### src/rtl/fqp_pkg.sv
// Shared types and constants for the FASTQ record parser.
// Holds the default limits, steering characters, parse phases, result kinds,
// error codes and the result beat type. No dependencies.
`timescale 1ns / 1ps

package fqp_pkg;

    // Default limits on description and sequence length.
    localparam int DEF_MAX_DESC = 256;
    localparam int DEF_MAX_SEQ  = 65536;

    // Width of the record length field on the result channel.
    localparam int REC_LEN_W = 17;

    // Characters that steer the parse.
    localparam logic [7:0] CH_AT    = 8'h40;
    localparam logic [7:0] CH_PLUS  = 8'h2B;
    localparam logic [7:0] CH_NL    = 8'h0A;
    localparam logic [7:0] CH_SPACE = 8'h20;

    // Parse phase of the current record.
    typedef enum logic [2:0] {
        PH_HDR_START = 3'd0,
        PH_HDR_DESC  = 3'd1,
        PH_SEQ       = 3'd2,
        PH_PLUS      = 3'd3,
        PH_QUAL      = 3'd4,
        PH_QUAL_END  = 3'd5,
        PH_HALT      = 3'd6,
        PH_DONE      = 3'd7
    } phase_t;

    // Kind of a result beat.
    typedef enum logic [2:0] {
        KIND_NONE    = 3'd0,
        KIND_DESC    = 3'd1,
        KIND_SEQ     = 3'd2,
        KIND_QUAL    = 3'd3,
        KIND_REC_END = 3'd4,
        KIND_ERROR   = 3'd5,
        KIND_DONE    = 3'd6
    } kind_t;

    // Error codes carried with an error beat.
    typedef enum logic [2:0] {
        ERR_NONE          = 3'd0,
        ERR_BAD_START     = 3'd1,
        ERR_EMPTY_SEQ     = 3'd2,
        ERR_PREMATURE_END = 3'd3,
        ERR_DESC_MISMATCH = 3'd4,
        ERR_NO_NEWLINE    = 3'd5,
        ERR_TOO_LONG      = 3'd6
    } err_t;

    // One result beat.
    typedef struct packed {
        kind_t                  kind;
        logic [7:0]             data_byte;
        err_t                   error_code;
        logic [REC_LEN_W-1:0]   record_length;
    } fqp_result_t;

endpackage

### src/rtl/fqp_ram.sv
// Generic single-port-write, single-port-read RAM with a registered read.
// Used for the stored header description. No dependencies.
`timescale 1ns / 1ps

module fqp_ram #(
    parameter int WIDTH = 8,
    parameter int DEPTH = 256
) (
    input  logic                     clk,
    input  logic                     we,
    input  logic [$clog2(DEPTH)-1:0] waddr,
    input  logic [WIDTH-1:0]         wdata,
    input  logic [$clog2(DEPTH)-1:0] raddr,
    output logic [WIDTH-1:0]         rdata
);

    logic [WIDTH-1:0] mem [DEPTH];
    logic [WIDTH-1:0] rdata_reg;

    // Write port and registered read port.
    always_ff @(posedge clk)
    begin
        if (we)
        begin
            mem[waddr] <= wdata;
        end
        rdata_reg <= mem[raddr];
    end

    assign rdata = rdata_reg;

endmodule

### src/rtl/fqp_parser.sv
// Record parse state and the per-beat decision logic of the FASTQ parser.
// Depends on fqp_pkg and fqp_ram (the stored header description).
`timescale 1ns / 1ps

module fqp_parser #(
    parameter int MAX_DESC = fqp_pkg::DEF_MAX_DESC,
    parameter int MAX_SEQ  = fqp_pkg::DEF_MAX_SEQ
) (
    input  logic                clk,
    input  logic                rst_n,
    input  logic                accept,
    input  logic [7:0]          in_byte,
    input  logic                end_of_input,
    input  logic                relax_desc_check,
    output fqp_pkg::fqp_result_t result
);

    import fqp_pkg::*;

    localparam int DESC_AW    = $clog2(MAX_DESC);
    localparam int DESC_CNT_W = $clog2(MAX_DESC + 1);
    localparam int SEQ_CNT_W  = $clog2(MAX_SEQ + 1);

    phase_t                 phase_reg, phase_next;
    logic [DESC_CNT_W-1:0]  desc_length_reg, desc_length_next;
    logic [DESC_CNT_W-1:0]  compare_index_reg, compare_index_next;
    logic                   desc_mismatch_reg, desc_mismatch_next;
    logic [SEQ_CNT_W-1:0]   seq_count_reg, seq_count_next;
    logic [SEQ_CNT_W-1:0]   qual_count_reg, qual_count_next;
    logic [SEQ_CNT_W-1:0]   qual_inc;

    logic                   ram_we;
    logic [7:0]             ram_rdata;
    logic                   byte_differs;

    // Description store. The read address follows the next compare index, so the
    // byte for the current index is already registered when the next beat arrives.
    fqp_ram #(
        .WIDTH (8),
        .DEPTH (MAX_DESC)
    ) u_desc_ram (
        .clk   (clk),
        .we    (ram_we),
        .waddr (desc_length_reg[DESC_AW-1:0]),
        .wdata (in_byte),
        .raddr (compare_index_next[DESC_AW-1:0]),
        .rdata (ram_rdata)
    );

    // Plus-line byte check against the stored description.
    assign byte_differs = (compare_index_reg >= desc_length_reg)
                       || (compare_index_reg >= DESC_CNT_W'(MAX_DESC))
                       || (ram_rdata != in_byte);

    assign qual_inc = qual_count_reg + SEQ_CNT_W'(1);

    // Next state and result for the beat on the input.
    always_comb
    begin
        phase_next         = phase_reg;
        desc_length_next   = desc_length_reg;
        compare_index_next = compare_index_reg;
        desc_mismatch_next = desc_mismatch_reg;
        seq_count_next     = seq_count_reg;
        qual_count_next    = qual_count_reg;
        ram_we             = 1'b0;
        result             = '0;
        result.kind        = KIND_NONE;
        result.error_code  = ERR_NONE;

        if (accept && phase_reg != PH_HALT && phase_reg != PH_DONE)
        begin
            if (end_of_input)
            begin
                if (phase_reg == PH_HDR_START)
                begin
                    phase_next  = PH_DONE;
                    result.kind = KIND_DONE;
                end
                else
                begin
                    phase_next        = PH_HALT;
                    result.kind       = KIND_ERROR;
                    result.error_code = ERR_PREMATURE_END;
                end
            end
            else
            begin
                case (phase_reg)
                    PH_HDR_START:
                    begin
                        if (in_byte != CH_AT)
                        begin
                            phase_next        = PH_HALT;
                            result.kind       = KIND_ERROR;
                            result.error_code = ERR_BAD_START;
                        end
                        else
                        begin
                            desc_length_next = '0;
                            phase_next       = PH_HDR_DESC;
                        end
                    end
                    PH_HDR_DESC:
                    begin
                        if (in_byte == CH_NL)
                        begin
                            seq_count_next = '0;
                            phase_next     = PH_SEQ;
                        end
                        else if (desc_length_reg >= DESC_CNT_W'(MAX_DESC))
                        begin
                            phase_next        = PH_HALT;
                            result.kind       = KIND_ERROR;
                            result.error_code = ERR_TOO_LONG;
                        end
                        else
                        begin
                            ram_we           = 1'b1;
                            desc_length_next = desc_length_reg + DESC_CNT_W'(1);
                            result.kind      = KIND_DESC;
                            result.data_byte = in_byte;
                        end
                    end
                    PH_SEQ:
                    begin
                        if (in_byte == CH_PLUS)
                        begin
                            if (seq_count_reg == '0)
                            begin
                                phase_next        = PH_HALT;
                                result.kind       = KIND_ERROR;
                                result.error_code = ERR_EMPTY_SEQ;
                            end
                            else
                            begin
                                compare_index_next = '0;
                                desc_mismatch_next = 1'b0;
                                phase_next         = PH_PLUS;
                            end
                        end
                        else if (in_byte == CH_NL || in_byte == CH_SPACE)
                        begin
                            // Line breaks and spaces inside the sequence are dropped.
                        end
                        else if (seq_count_reg >= SEQ_CNT_W'(MAX_SEQ))
                        begin
                            phase_next        = PH_HALT;
                            result.kind       = KIND_ERROR;
                            result.error_code = ERR_TOO_LONG;
                        end
                        else
                        begin
                            seq_count_next   = seq_count_reg + SEQ_CNT_W'(1);
                            result.kind      = KIND_SEQ;
                            result.data_byte = in_byte;
                        end
                    end
                    PH_PLUS:
                    begin
                        if (in_byte == CH_NL)
                        begin
                            // An empty plus line always passes.
                            if (!relax_desc_check && compare_index_reg != '0
                                && (desc_mismatch_reg
                                    || compare_index_reg != desc_length_reg))
                            begin
                                phase_next        = PH_HALT;
                                result.kind       = KIND_ERROR;
                                result.error_code = ERR_DESC_MISMATCH;
                            end
                            else
                            begin
                                qual_count_next = '0;
                                phase_next      = PH_QUAL;
                            end
                        end
                        else
                        begin
                            if (byte_differs)
                            begin
                                desc_mismatch_next = 1'b1;
                            end
                            // The index stops at the store depth.
                            if (compare_index_reg < DESC_CNT_W'(MAX_DESC))
                            begin
                                compare_index_next = compare_index_reg + DESC_CNT_W'(1);
                            end
                        end
                    end
                    PH_QUAL:
                    begin
                        if (in_byte != CH_NL && in_byte != CH_SPACE)
                        begin
                            qual_count_next  = qual_inc;
                            if (qual_inc >= seq_count_reg)
                            begin
                                phase_next = PH_QUAL_END;
                            end
                            result.kind      = KIND_QUAL;
                            result.data_byte = in_byte;
                        end
                    end
                    PH_QUAL_END:
                    begin
                        if (in_byte != CH_NL)
                        begin
                            phase_next        = PH_HALT;
                            result.kind       = KIND_ERROR;
                            result.error_code = ERR_NO_NEWLINE;
                        end
                        else
                        begin
                            phase_next           = PH_HDR_START;
                            result.kind          = KIND_REC_END;
                            result.record_length = REC_LEN_W'(seq_count_reg);
                        end
                    end
                    default:
                    begin
                        phase_next = phase_reg;
                    end
                endcase
            end
        end
    end

    // Parse state registers.
    always_ff @(posedge clk or negedge rst_n)
    begin
        if (!rst_n)
        begin
            phase_reg         <= PH_HDR_START;
            desc_length_reg   <= '0;
            compare_index_reg <= '0;
            desc_mismatch_reg <= 1'b0;
            seq_count_reg     <= '0;
            qual_count_reg    <= '0;
        end
        else
        begin
            phase_reg         <= phase_next;
            desc_length_reg   <= desc_length_next;
            compare_index_reg <= compare_index_next;
            desc_mismatch_reg <= desc_mismatch_next;
            seq_count_reg     <= seq_count_next;
            qual_count_reg    <= qual_count_next;
        end
    end

endmodule

### src/rtl/fqp_out_stage.sv
// Result register of the FASTQ parser, holding one beat for the receiver.
// Depends on fqp_pkg for the result beat type.
`timescale 1ns / 1ps

module fqp_out_stage (
    input  logic                 clk,
    input  logic                 rst_n,
    input  logic                 load,
    input  fqp_pkg::fqp_result_t result,
    input  logic                 out_ready,
    output logic                 out_valid,
    output fqp_pkg::fqp_result_t out_beat,
    output logic                 can_load
);

    import fqp_pkg::*;

    logic        valid_reg;
    fqp_result_t beat_reg;

    // A new beat may enter when the register is empty or is being drained.
    assign can_load = !valid_reg || out_ready;

    // Valid flag.
    always_ff @(posedge clk or negedge rst_n)
    begin
        if (!rst_n)
        begin
            valid_reg <= 1'b0;
        end
        else if (load)
        begin
            valid_reg <= 1'b1;
        end
        else if (out_ready)
        begin
            valid_reg <= 1'b0;
        end
    end

    // Payload.
    always_ff @(posedge clk)
    begin
        if (load)
        begin
            beat_reg <= result;
        end
    end

    assign out_valid = valid_reg;
    assign out_beat  = beat_reg;

endmodule

### src/rtl/fastq_record_parser_core.sv
// Top level of the FASTQ record parser: stream ports, configuration register.
// Depends on fqp_pkg, fqp_parser and fqp_out_stage.
`timescale 1ns / 1ps

// Usage
// The input stream carries one text byte per beat in s_tdata; s_tuser flags the
// end of input, in which case the byte is ignored. Every accepted input beat
// produces exactly one result beat on the m_ side, whose kind in m_tuser says
// whether it carries a description, sequence or quality byte, a record end with
// the sequence length, an error code, completion, or nothing.
// The result of an accepted beat is registered and presented from the next
// edge. One beat is taken per cycle while the receiver accepts results. The
// plus-line compare reads the stored description through the registered read
// port of its RAM, addressed one beat ahead, so the compare adds no stall.
// When the receiver stalls, the pending result stays in the output register and
// a further input beat is accepted in the same cycle that the pending one drains.
// Reset clears the parse state to expect a header and empties the output. The
// description store needs no clearing, as only written entries are compared.
// After an error or completion every beat yields kind nothing until reset.
// cfg_we writes cfg_wdata into the relax-description-check register; write it
// only while the block is idle.

module fastq_record_parser_core #(
    parameter int MAX_DESC = fqp_pkg::DEF_MAX_DESC,
    parameter int MAX_SEQ  = fqp_pkg::DEF_MAX_SEQ
) (
    input  logic        clk,
    input  logic        rst_n,
    input  logic        cfg_we,
    input  logic [0:0]  cfg_wdata,   // relax_desc_check
    input  logic        s_tvalid,
    output logic        s_tready,
    input  logic [7:0]  s_tdata,     // in_byte
    input  logic [0:0]  s_tuser,     // end_of_input
    output logic        m_tvalid,
    input  logic        m_tready,
    output logic [31:0] m_tdata,     // data_byte[7:0], error_code[10:8],
                                     // record_length[27:11], zero fill
    output logic [2:0]  m_tuser      // kind
);

    import fqp_pkg::*;

    logic        relax_reg;
    logic        accept;
    fqp_result_t step_result;
    fqp_result_t out_beat;

    // Configuration register.
    always_ff @(posedge clk or negedge rst_n)
    begin
        if (!rst_n)
        begin
            relax_reg <= 1'b0;
        end
        else if (cfg_we)
        begin
            relax_reg <= cfg_wdata[0];
        end
    end

    assign accept = s_tvalid && s_tready;

    // Per-beat parse logic.
    fqp_parser #(
        .MAX_DESC (MAX_DESC),
        .MAX_SEQ  (MAX_SEQ)
    ) u_parser (
        .clk              (clk),
        .rst_n            (rst_n),
        .accept           (accept),
        .in_byte          (s_tdata),
        .end_of_input     (s_tuser[0]),
        .relax_desc_check (relax_reg),
        .result           (step_result)
    );

    // Result register towards the receiver.
    fqp_out_stage u_out (
        .clk       (clk),
        .rst_n     (rst_n),
        .load      (accept),
        .result    (step_result),
        .out_ready (m_tready),
        .out_valid (m_tvalid),
        .out_beat  (out_beat),
        .can_load  (s_tready)
    );

    // Pack the result beat onto the output ports.
    assign m_tuser = out_beat.kind;
    assign m_tdata = {4'b0000, out_beat.record_length, out_beat.error_code,
                      out_beat.data_byte};

`ifndef ASSERT_OFF
    // With the output register empty the block must take input.
    a_ready_when_empty: assert property (@(posedge clk) disable iff (!rst_n)
        !m_tvalid |-> s_tready)
        else $error("input not ready while the output register is empty");

    // Every accepted input beat presents a result at the next edge.
    a_result_follows: assert property (@(posedge clk) disable iff (!rst_n)
        (s_tvalid && s_tready) |=> m_tvalid)
        else $error("accepted beat produced no result");

    // An error beat always carries a code, and no other kind does.
    a_error_code: assert property (@(posedge clk) disable iff (!rst_n)
        m_tvalid |-> ((m_tuser == KIND_ERROR) == (m_tdata[10:8] != ERR_NONE)))
        else $error("error code does not match result kind");
`endif

endmodule
### config.mk
export PLATFORM = sky130hd
export DESIGN_NAME = fastq_record_parser_core
export DESIGN_NICKNAME = d
export VERILOG_FILES = /design/src/rtl/fqp_pkg.sv /design/src/rtl/fqp_ram.sv /design/src/rtl/fqp_parser.sv /design/src/rtl/fqp_out_stage.sv /design/src/rtl/fastq_record_parser_core.sv
export SDC_FILE = /design/constraint.sdc
export NUM_CORES = 2
export LEC_CHECK = 0
export BUFFER_PORTS_ARGS = -buffer_cell sky130_fd_sc_hd__buf_2
export CORE_ASPECT_RATIO = 0.8
export CORE_MARGIN = 3
export CORE_UTILIZATION = 55
export DETAILED_ROUTE_END_ITERATION = 10
export GPL_ROUTABILITY_DRIVEN = 0
export PLACE_DENSITY = 0.71
export SYNTH_ARGS = -nofsm -noshare
export SYNTH_HDL_FRONTEND = slang
export SYNTH_SLANG_ARGS = --single-unit
### constraint.sdc
create_clock -name clk -period 11.35 [get_ports clk]
set_input_delay 0 -clock clk [delete_from_list [all_inputs] [get_ports clk]]
set_output_delay 0 -clock clk [all_outputs]
set_load 0.01 [all_outputs]
* After elaboration in Yosys (flattened, before gate mapping)
Memory sizes are Yosys's and may differ from the RTL's. A register that Yosys moved wholly into a read port is not among the register bits.
Index checks and enable logic that the tools add are counted.
** Storage, ports and cells
- Register bits :: 89
- Bits in writable memories :: 2048
- Input port bits :: 15
- Output and inout port bits :: 37
- Word-level logic and storage cells :: 171
- Memories kept :: 1
** Operators by class
- Add/subtract/negate cells :: 4
- Order comparisons :: 6
- Equality and inequality tests :: 36
- Muxes and demuxes :: 78
- Bitwise operators :: 3
- Reduce and logical (&&, ||, !) cells :: 30
** Memories
- u_parser.u_desc_ram.mem :: words 256, width 8, read ports 1, clocked after memory_dff 1, wr ports 1, RTL line fqp_ram.sv:17 : logic [WIDTH-1:0] mem [DEPTH];
** Operators with widths (number)
- $mux 17 :: 7
- $mux 3 :: 27
- $pmux 17 s2 :: 2
- $mux 9 :: 7
- $mux 8 :: 5
- $pmux 3 s6 :: 2
- $pmux 9 s2 :: 2
- $add 17x1->17 const B :: 2
- $mux 14 :: 2
- $pmux 8 s3 :: 1
- $reduce_and 7->1 :: 3
- $add 9x1->9 const B :: 2
- $ge 9x9->1 const B :: 2
- $ne 2x2->1 const B :: 9
- $ge 17x17->1 :: 1
- $ge 17x17->1 const B :: 1
- $logic_not 17->1 :: 1
- $eq 8x6->1 const B :: 2
- $mux 1 :: 16
- $pmux 3 s5 :: 1
- $ne 2x1->1 const B :: 6
- $reduce_and 6->1 :: 2
- $mux 10 :: 1
- $reduce_bool 2->1 :: 5
- other kinds (27) :: 48

* Longest topological paths before layout
- Depth after elaboration :: 8
- Mapped depth :: 18
- Gate-level depth less buffers :: 14

* Hierarchy
From an unflattened synthesis, not the netlist that was laid out.
** Second synthesis, totals
- Cell total of the unflattened synthesis :: 4337
- Area, all modules :: 85171.7 um^2
** Modules (own cells, without submodules)
- fqp_ram :: times used 1, cells each 3733, area an instance 79556.3 um^2, seq. area each 61659.1 um^2
- fqp_parser :: times used 1, cells each 562, area an instance 4556.9 um^2, seq. area each 1401.3 um^2
- fqp_out_stage :: times used 1, cells each 34, area an instance 978.4 um^2, seq. area each 955.9 um^2
- fastq_record_parser_core :: times used 1, cells each 8, area an instance 80.1 um^2, seq. area each 25.0 um^2

* Worst setup path after synthesis
No wires, ideal clock.
- Path kind :: flip-flop to flip-flop
- Start point :: register u_out.valid_reg (netlist: u_out.out_valid)
- End point :: memory u_parser.u_desc_ram.mem[153][0] (enable)
- Library setup time :: 0.370 ns
- Arrival :: 3.493 ns
- Data required time :: 10.980 ns
- Setup slack :: 7.487 ns
- Cell stages (with the launch flop) :: 10
- Buffers on the path :: 2
- Clock period less this slack :: 3.863 ns
- Path through :: dfrtp_1 > nand2b_1 > and2_1 > nand3_1 > or3_1 > clkbuf_1 > nor3_1 > nand2_1 > clkbuf_1 > nor2_1
** Between the ends
- Word-level cells in the longest chain between the ends :: 8
** Ends and longest elaborated chain
- start, declared :: RTL line fqp_out_stage.sv:18 : logic valid_reg;
- start signal, assigned :: RTL line fqp_out_stage.sv:29 : valid_reg <= 1'b0;
- start signal, assigned :: RTL line fqp_out_stage.sv:33 : valid_reg <= 1'b1;
- start signal, assigned :: RTL line fqp_out_stage.sv:37 : valid_reg <= 1'b0;
- $logic_not 1->1 :: RTL line fqp_out_stage.sv:22 : assign can_load = !valid_reg || out_ready;
- $logic_or 1x1->1 :: RTL line fqp_out_stage.sv:22
- named net s_tready :: RTL line fastq_record_parser_core.sv:32 : output logic s_tready,
- $logic_and 1x1->1 :: RTL line fastq_record_parser_core.sv:62 : assign accept = s_tvalid && s_tready;
- named net accept :: RTL line fastq_record_parser_core.sv:45 : logic accept;
- $logic_and 1x1->1 (2 in a row) :: RTL line fqp_parser.sv:71 : if (accept && phase_reg != PH_HALT && phase_reg != PH_DONE)
- $mux 1 :: RTL line fqp_parser.sv:71
- $mux 1 :: RTL line fqp_ram.sv:23 : if (we)
- $mux 1 (implied by the code) :: RTL line fqp_ram.sv:25 : mem[waddr] <= wdata;
- end, declared :: RTL line fqp_ram.sv:17
The timed path passes the listed nets, and every way through them passes these cells.

* Worst setup path after layout
- Start point :: register u_parser.phase_reg[1]
- End point :: register u_parser.u_desc_ram.rdata_reg[5] (netlist: u_parser.u_desc_ram.rdata[5]) (read register of u_parser.u_desc_ram.mem)
** Between the ends
- Word-level cells in the longest chain between the ends :: 4
- Elaborated cells on any way between the ends :: 9
- Classes of those cells :: 4 x eq/ne; 3 x mux; 2 x reduce/logical
** Ends and longest elaborated chain
- start, declared :: RTL line fqp_parser.sv:24 : phase_t phase_reg, phase_next;
- start signal, assigned :: RTL line fqp_parser.sv:242 : phase_reg <= phase_next;
- $eq 3x2->1 / $ne 3x3->1 (equally long branches) :: RTL line fqp_parser.sv:89, fqp_parser.sv:71
- $pmux 9 s2 / $logic_and 1x1->1 (equally long branches) :: RTL line fqp_parser.sv:89, fqp_parser.sv:71
- $mux 8 / $logic_and 1x1->1 (equally long branches) :: RTL line fqp_parser.sv:73, fqp_parser.sv:71
- $mux 8 * :: RTL line fqp_parser.sv:71
- end, declared :: RTL line fqp_ram.sv:18 : logic [WIDTH-1:0] rdata_reg;
Mark *: on every way between the ends. The rest lies on a longest branch, timed or not.
A chain may end at the register's enable or synchronous reset.

==> qor.log <==
qor: status.outcome complete, but fails checks
qor: status.violations max-capacitance violations, max-slew violations
qor: placed_design.postPlaceCellArea 91,500 um^2
qor: finish.finish.instance_area 98,100 um^2
qor: clock_tree.postCtsSetupBuffers 0
qor: finish.largest-register u_parser.u_desc_ram.mem
qor: finish.largest_register_ffs 2,048
qor: clock_tree.clk-insertion-delay-late 840 ps
qor: power.power_per_cell_area 184 nW/um^2
qor: timing.setup_slack 3420 ps
qor: global_routing.global_route_wire_length_before_repair 367 mm
qor: hold_path.timing.hold.worst.class in -> reg
qor: finish.drive_gt1_share 7.40%
qor: synth.netlist_area 89,400 um^2
qor: hold_path.min_to u_parser.u_desc_ram.mem[88][7]
qor: clock_tree.htree_levels 4
qor: die.dieArea 167,000 um^2
qor: drt.postRouteWirelength 249 mm
qor: clock_tree.tritoncts built
qor: run.maxCapViolations 1
qor: clock_tree.cts.repair.resized 0
qor: timing.finalMaxSlewViolations 2
qor: power.power.ir.vdd_worst 0.170 mV
qor: drt.routed-via-count 60,200
qor: drt.route.antenna.remaining_nets 0
qor: hold_path.min-delay-start s_tdata[7]
qor: global_routing.number_of_global_route_vias_before_repair 56,000
qor: global_routing.number_of_antenna_violations_at_the_first_check_in_global_routing 10
qor: critical_path.critical_path_peak_fanout 192
qor: finish.area.growth.synth_to_final 9.72%
qor: synth.synthesis.yosys.warnings 0
qor: clock_tree.clkSlewWorstSetupHoldPaths 70 ps
qor: synth.syn_avg_cell_area 12.8 um^2
qor: power.static-leakage-power 32.7 nW
qor: global_routing.grt_start_max_net_pins 204
qor: clock_tree.hold_buffers 18
qor: timing.max_freq 126 MHz
qor: clock_tree.cts_made_buffers 200
qor: drt.drt_drc_violations_left 0
qor: die.rows 131
qor: die.die_x 457 um
qor: timing.rsz_0062_raised_after_global_routing no
qor: synth.synth-seq-area-share 71.7%
qor: drt.first_iter_violations 10,100
qor: drt.via_per_inst 6.58
qor: finish.num-fill-cells 11,900
qor: die.die_height 367 um
qor: critical_path.r2r_path_end u_parser.u_desc_ram.rdata[5]
qor: synth.synth_edf_count 2,079
qor: clock_tree.clk_root_buffer_cell sky130_fd_sc_hd__clkbuf_16
qor: clock_tree.cts_num_sinks 2,145
qor: synth.postSynthRegisterBits 2,145
qor: placed_design.dpl_worst_slack 3880 ps
qor: critical_path.worst_ep_required_time 12,020 ps
qor: timing.fin_tns_setup 0 ps
qor: timing.layout_worst_path_cycle_share 69.9%
qor: synth.share_of_async_settable_or_async_resettable_flops_after_synthesis 2.70%
qor: global_routing.gr-total-overflow 0
qor: die.initial_core_util 55.7%
qor: placed_design.portBuffers 47
qor: finish.design.final.nets 6,894
qor: critical_path.r2r_start u_parser.phase_reg[1]
qor: critical_path.worst-r2r-setup-slack 3420 ps
qor: hold_path.hold_depth 2
qor: timing.timing.final.hold_violations 0
qor: drt.drt_first_pass_iters 9
qor: die.num_io_pins 52
qor: timing.timing.slew.headroom -4.05%
qor: placed_design.detailed_place_hpwl 141 mm
qor: critical_path.critPathCaptureType flip-flop
qor: synth.yosys_most_used_dff sky130_fd_sc_hd__edfxtp_1
qor: synth.syn_inst 6,980
qor: timing.clock_skew 29.5 ps
qor: clock_tree.clock_tree.buffer_depth 3
qor: critical_path.crit_path_start_kind flip-flop
qor: die.fp.coreArea 160,000 um^2
qor: critical_path.reg2reg_depth 15
qor: critical_path.critical_setup_path_kind reg -> reg
qor: timing.fin_crit 7930 ps
qor: timing.timing_worst_slew_pin_value 1540 ps
qor: finish.utilization 61.1%
qor: critical_path.crit_arrival 8600 ps
qor: drt.route.detailed.wl_per_inst 27.2 um
qor: timing.setup_violations 0
qor: synth.synthDistinctLibCells 77
qor: global_routing.track_usage 29.0%
-- worst max-delay path, stage by stage, from the launching register on --
cell	delay, ps
sky130_fd_sc_hd__dfrtp_1	670
sky130_fd_sc_hd__ha_1	280
sky130_fd_sc_hd__nor2b_1	200
sky130_fd_sc_hd__and4_1	660
sky130_fd_sc_hd__a31oi_4	130
sky130_fd_sc_hd__buf_4	350
sky130_fd_sc_hd__a21o_4	590
sky130_fd_sc_hd__buf_12	340
sky130_fd_sc_hd__buf_12	460
sky130_fd_sc_hd__buf_12	430
sky130_fd_sc_hd__a221oi_1	350
sky130_fd_sc_hd__a311oi_1	130
sky130_fd_sc_hd__o41ai_1	1380
sky130_fd_sc_hd__nand4_1	360
sky130_fd_sc_hd__nor4_1	780
sky130_fd_sc_hd__o211ai_1	190
-- report_power, final --
part           leakage, nW  switching, mW  internal, mW
sequential            19.5         0.0458          8.72
clock                 3.10           2.94          3.67
combinational         10.1           2.00         0.678
total                 32.7           4.99          13.1
-- area by class of cell --
type	count	area [um^2]	share of cell area, %
Tap cell	2128	2660	2.72
Antenna cell	5	12.5	0.0128
Clock buffer	263	5390	5.49
Timing Repair Buffer	165	1420	1.45
Sequential cell	2145	64000	65.3
Inverter	238	913	0.931
Multi-Input combinational cell	4091	22600	23.1
Clock inverter	110	1000	1.02
-- per-layer routing --
| layer | GRT usage [%] | up-vias | wire length, um |
|---|---|---|---|
| li1 | - | 26000 | - |
| met1 | 43.8 | 29700 | 99000 |
| met2 | 42.0 | 4049 | 110000 |
| met3 | 6.86 | 484 | 33000 |
| met4 | 8.59 | 0 | 7040 |
| met5 | 0 | - | 0 |
-- synthesized netlist by cell type (6+ instances only) --
cell type	n	area, um^2
sky130_fd_sc_hd__edfxtp_1	2079	62400
sky130_fd_sc_hd__nand2_1	1591	5970
sky130_fd_sc_hd__nand3_1	718	3590
sky130_fd_sc_hd__clkbuf_1	338	1270
sky130_fd_sc_hd__nor2_1	308	1160
sky130_fd_sc_hd__inv_1	232	871
sky130_fd_sc_hd__a221oi_1	222	1940
sky130_fd_sc_hd__a211oi_1	196	1470
sky130_fd_sc_hd__a311oi_1	194	1700
sky130_fd_sc_hd__a21oi_1	122	611
sky130_fd_sc_hd__buf_2	114	571
sky130_fd_sc_hd__mux2i_1	77	771
sky130_fd_sc_hd__nand4_1	60	375
sky130_fd_sc_hd__dfrtp_1	58	1450
sky130_fd_sc_hd__nor3_1	51	255
sky130_fd_sc_hd__a22oi_1	48	360
sky130_fd_sc_hd__buf_1	48	180
sky130_fd_sc_hd__nor4_1	42	263
sky130_fd_sc_hd__ha_1	38	475
sky130_fd_sc_hd__mux2_2	37	417
sky130_fd_sc_hd__o41ai_1	36	315
sky130_fd_sc_hd__o21ai_0	34	170
sky130_fd_sc_hd__a41oi_1	32	280
sky130_fd_sc_hd__a32o_1	30	300
sky130_fd_sc_hd__and2_1	30	188
sky130_fd_sc_hd__a31oi_1	23	144
sky130_fd_sc_hd__a32oi_1	23	201
sky130_fd_sc_hd__xnor2_1	23	201
sky130_fd_sc_hd__a21o_1	18	135
sky130_fd_sc_hd__xor2_1	14	123
sky130_fd_sc_hd__o211ai_1	11	82.6
sky130_fd_sc_hd__o22ai_1	10	62.6
sky130_fd_sc_hd__o21ai_1	9	45.0
sky130_fd_sc_hd__buf_4	8	60.1
sky130_fd_sc_hd__dfxtp_1	8	160
sky130_fd_sc_hd__nor2b_1	8	50.1
sky130_fd_sc_hd__and3_1	7	43.8
sky130_fd_sc_hd__o21a_1	7	52.6
sky130_fd_sc_hd__or4_1	7	52.6
sky130_fd_sc_hd__o31ai_1	6	45.0
sky130_fd_sc_hd__or3_1	6	37.5
-- kinds of logic (layout without fill, tap and decap cells) --
kind of cell / Yosys count / after routing / synth area share, %
and+or+nand+nor: 2854 / 2854 / 13.6
muxes: 114 / 114 / 1.33
other: 1 / 9 / 0.00420
adders and majority gates: 38 / 38 / 0.532
buffers and inverters: 747 / 776 / 3.34
AOI/OAI and AO/OA: 1044 / 1044 / 9.12
DFF: 2145 / 2145 / 71.7
xor gates and xnor gates: 37 / 37 / 0.363
-- worst max path at each step --
stage,start,to,slack (ps),cells past startpoint
after floorplan,u_out.out_valid,u_parser.u_desc_ram.mem[153][0],7490,9
after global routing,u_parser.phase_reg[2],u_parser.u_desc_ram.rdata[5],3470,15
final,u_parser.phase_reg[1],u_parser.u_desc_ram.rdata[5],3420,15
after CTS,u_parser.phase_reg[1],u_parser.u_desc_ram.rdata[5],3810,15
after global placement,u_parser.phase_reg[2],u_parser.u_desc_ram.rdata[5],3920,15
after detailed placement,u_parser.phase_reg[1],u_parser.u_desc_ram.rdata[5],3880,15
-- per-stage QoR --
stage,instances,power [mW],hold WS (ps)
CTS,9140,18.0,94.1
floorplan,6983,10.5,-296
global placement,8749,11.5,203
finish,9145,18.1,142
global route,9140,18.5,104
detailed placement,8749,11.5,209
-- layout by cell type (no fill, tap or decap), types with 32 or more instances in the layout --
| cell type | netlist | layout |
|---|---|---|
| sky130_fd_sc_hd__a211oi_1 | 196 | 195 |
| sky130_fd_sc_hd__a21oi_1 | 122 | 119 |
| sky130_fd_sc_hd__a221oi_1 | 222 | 222 |
| sky130_fd_sc_hd__a22oi_1 | 48 | 48 |
| sky130_fd_sc_hd__a311oi_1 | 194 | 194 |
| sky130_fd_sc_hd__a41oi_1 | 32 | 32 |
| sky130_fd_sc_hd__buf_2 | 114 | 39 |
| sky130_fd_sc_hd__buf_4 | 8 | 86 |
| sky130_fd_sc_hd__clkbuf_1 | 338 | 53 |
| sky130_fd_sc_hd__clkbuf_16 | 0 | 204 |
| sky130_fd_sc_hd__clkinv_1 | 1 | 49 |
| sky130_fd_sc_hd__dfrtp_1 | 58 | 58 |
| sky130_fd_sc_hd__edfxtp_1 | 2079 | 2079 |
| sky130_fd_sc_hd__ha_1 | 38 | 38 |
| sky130_fd_sc_hd__inv_1 | 232 | 232 |
| sky130_fd_sc_hd__mux2_2 | 37 | 37 |
| sky130_fd_sc_hd__mux2i_1 | 77 | 77 |
| sky130_fd_sc_hd__nand2_1 | 1591 | 1578 |
| sky130_fd_sc_hd__nand3_1 | 718 | 711 |
| sky130_fd_sc_hd__nand4_1 | 60 | 60 |
| sky130_fd_sc_hd__nor2_1 | 308 | 308 |
| sky130_fd_sc_hd__nor3_1 | 51 | 40 |
| sky130_fd_sc_hd__nor4_1 | 42 | 41 |
| sky130_fd_sc_hd__o21ai_0 | 34 | 34 |
| sky130_fd_sc_hd__o41ai_1 | 36 | 34 |
Note: power is estimated with default switching activity, not from simulation.
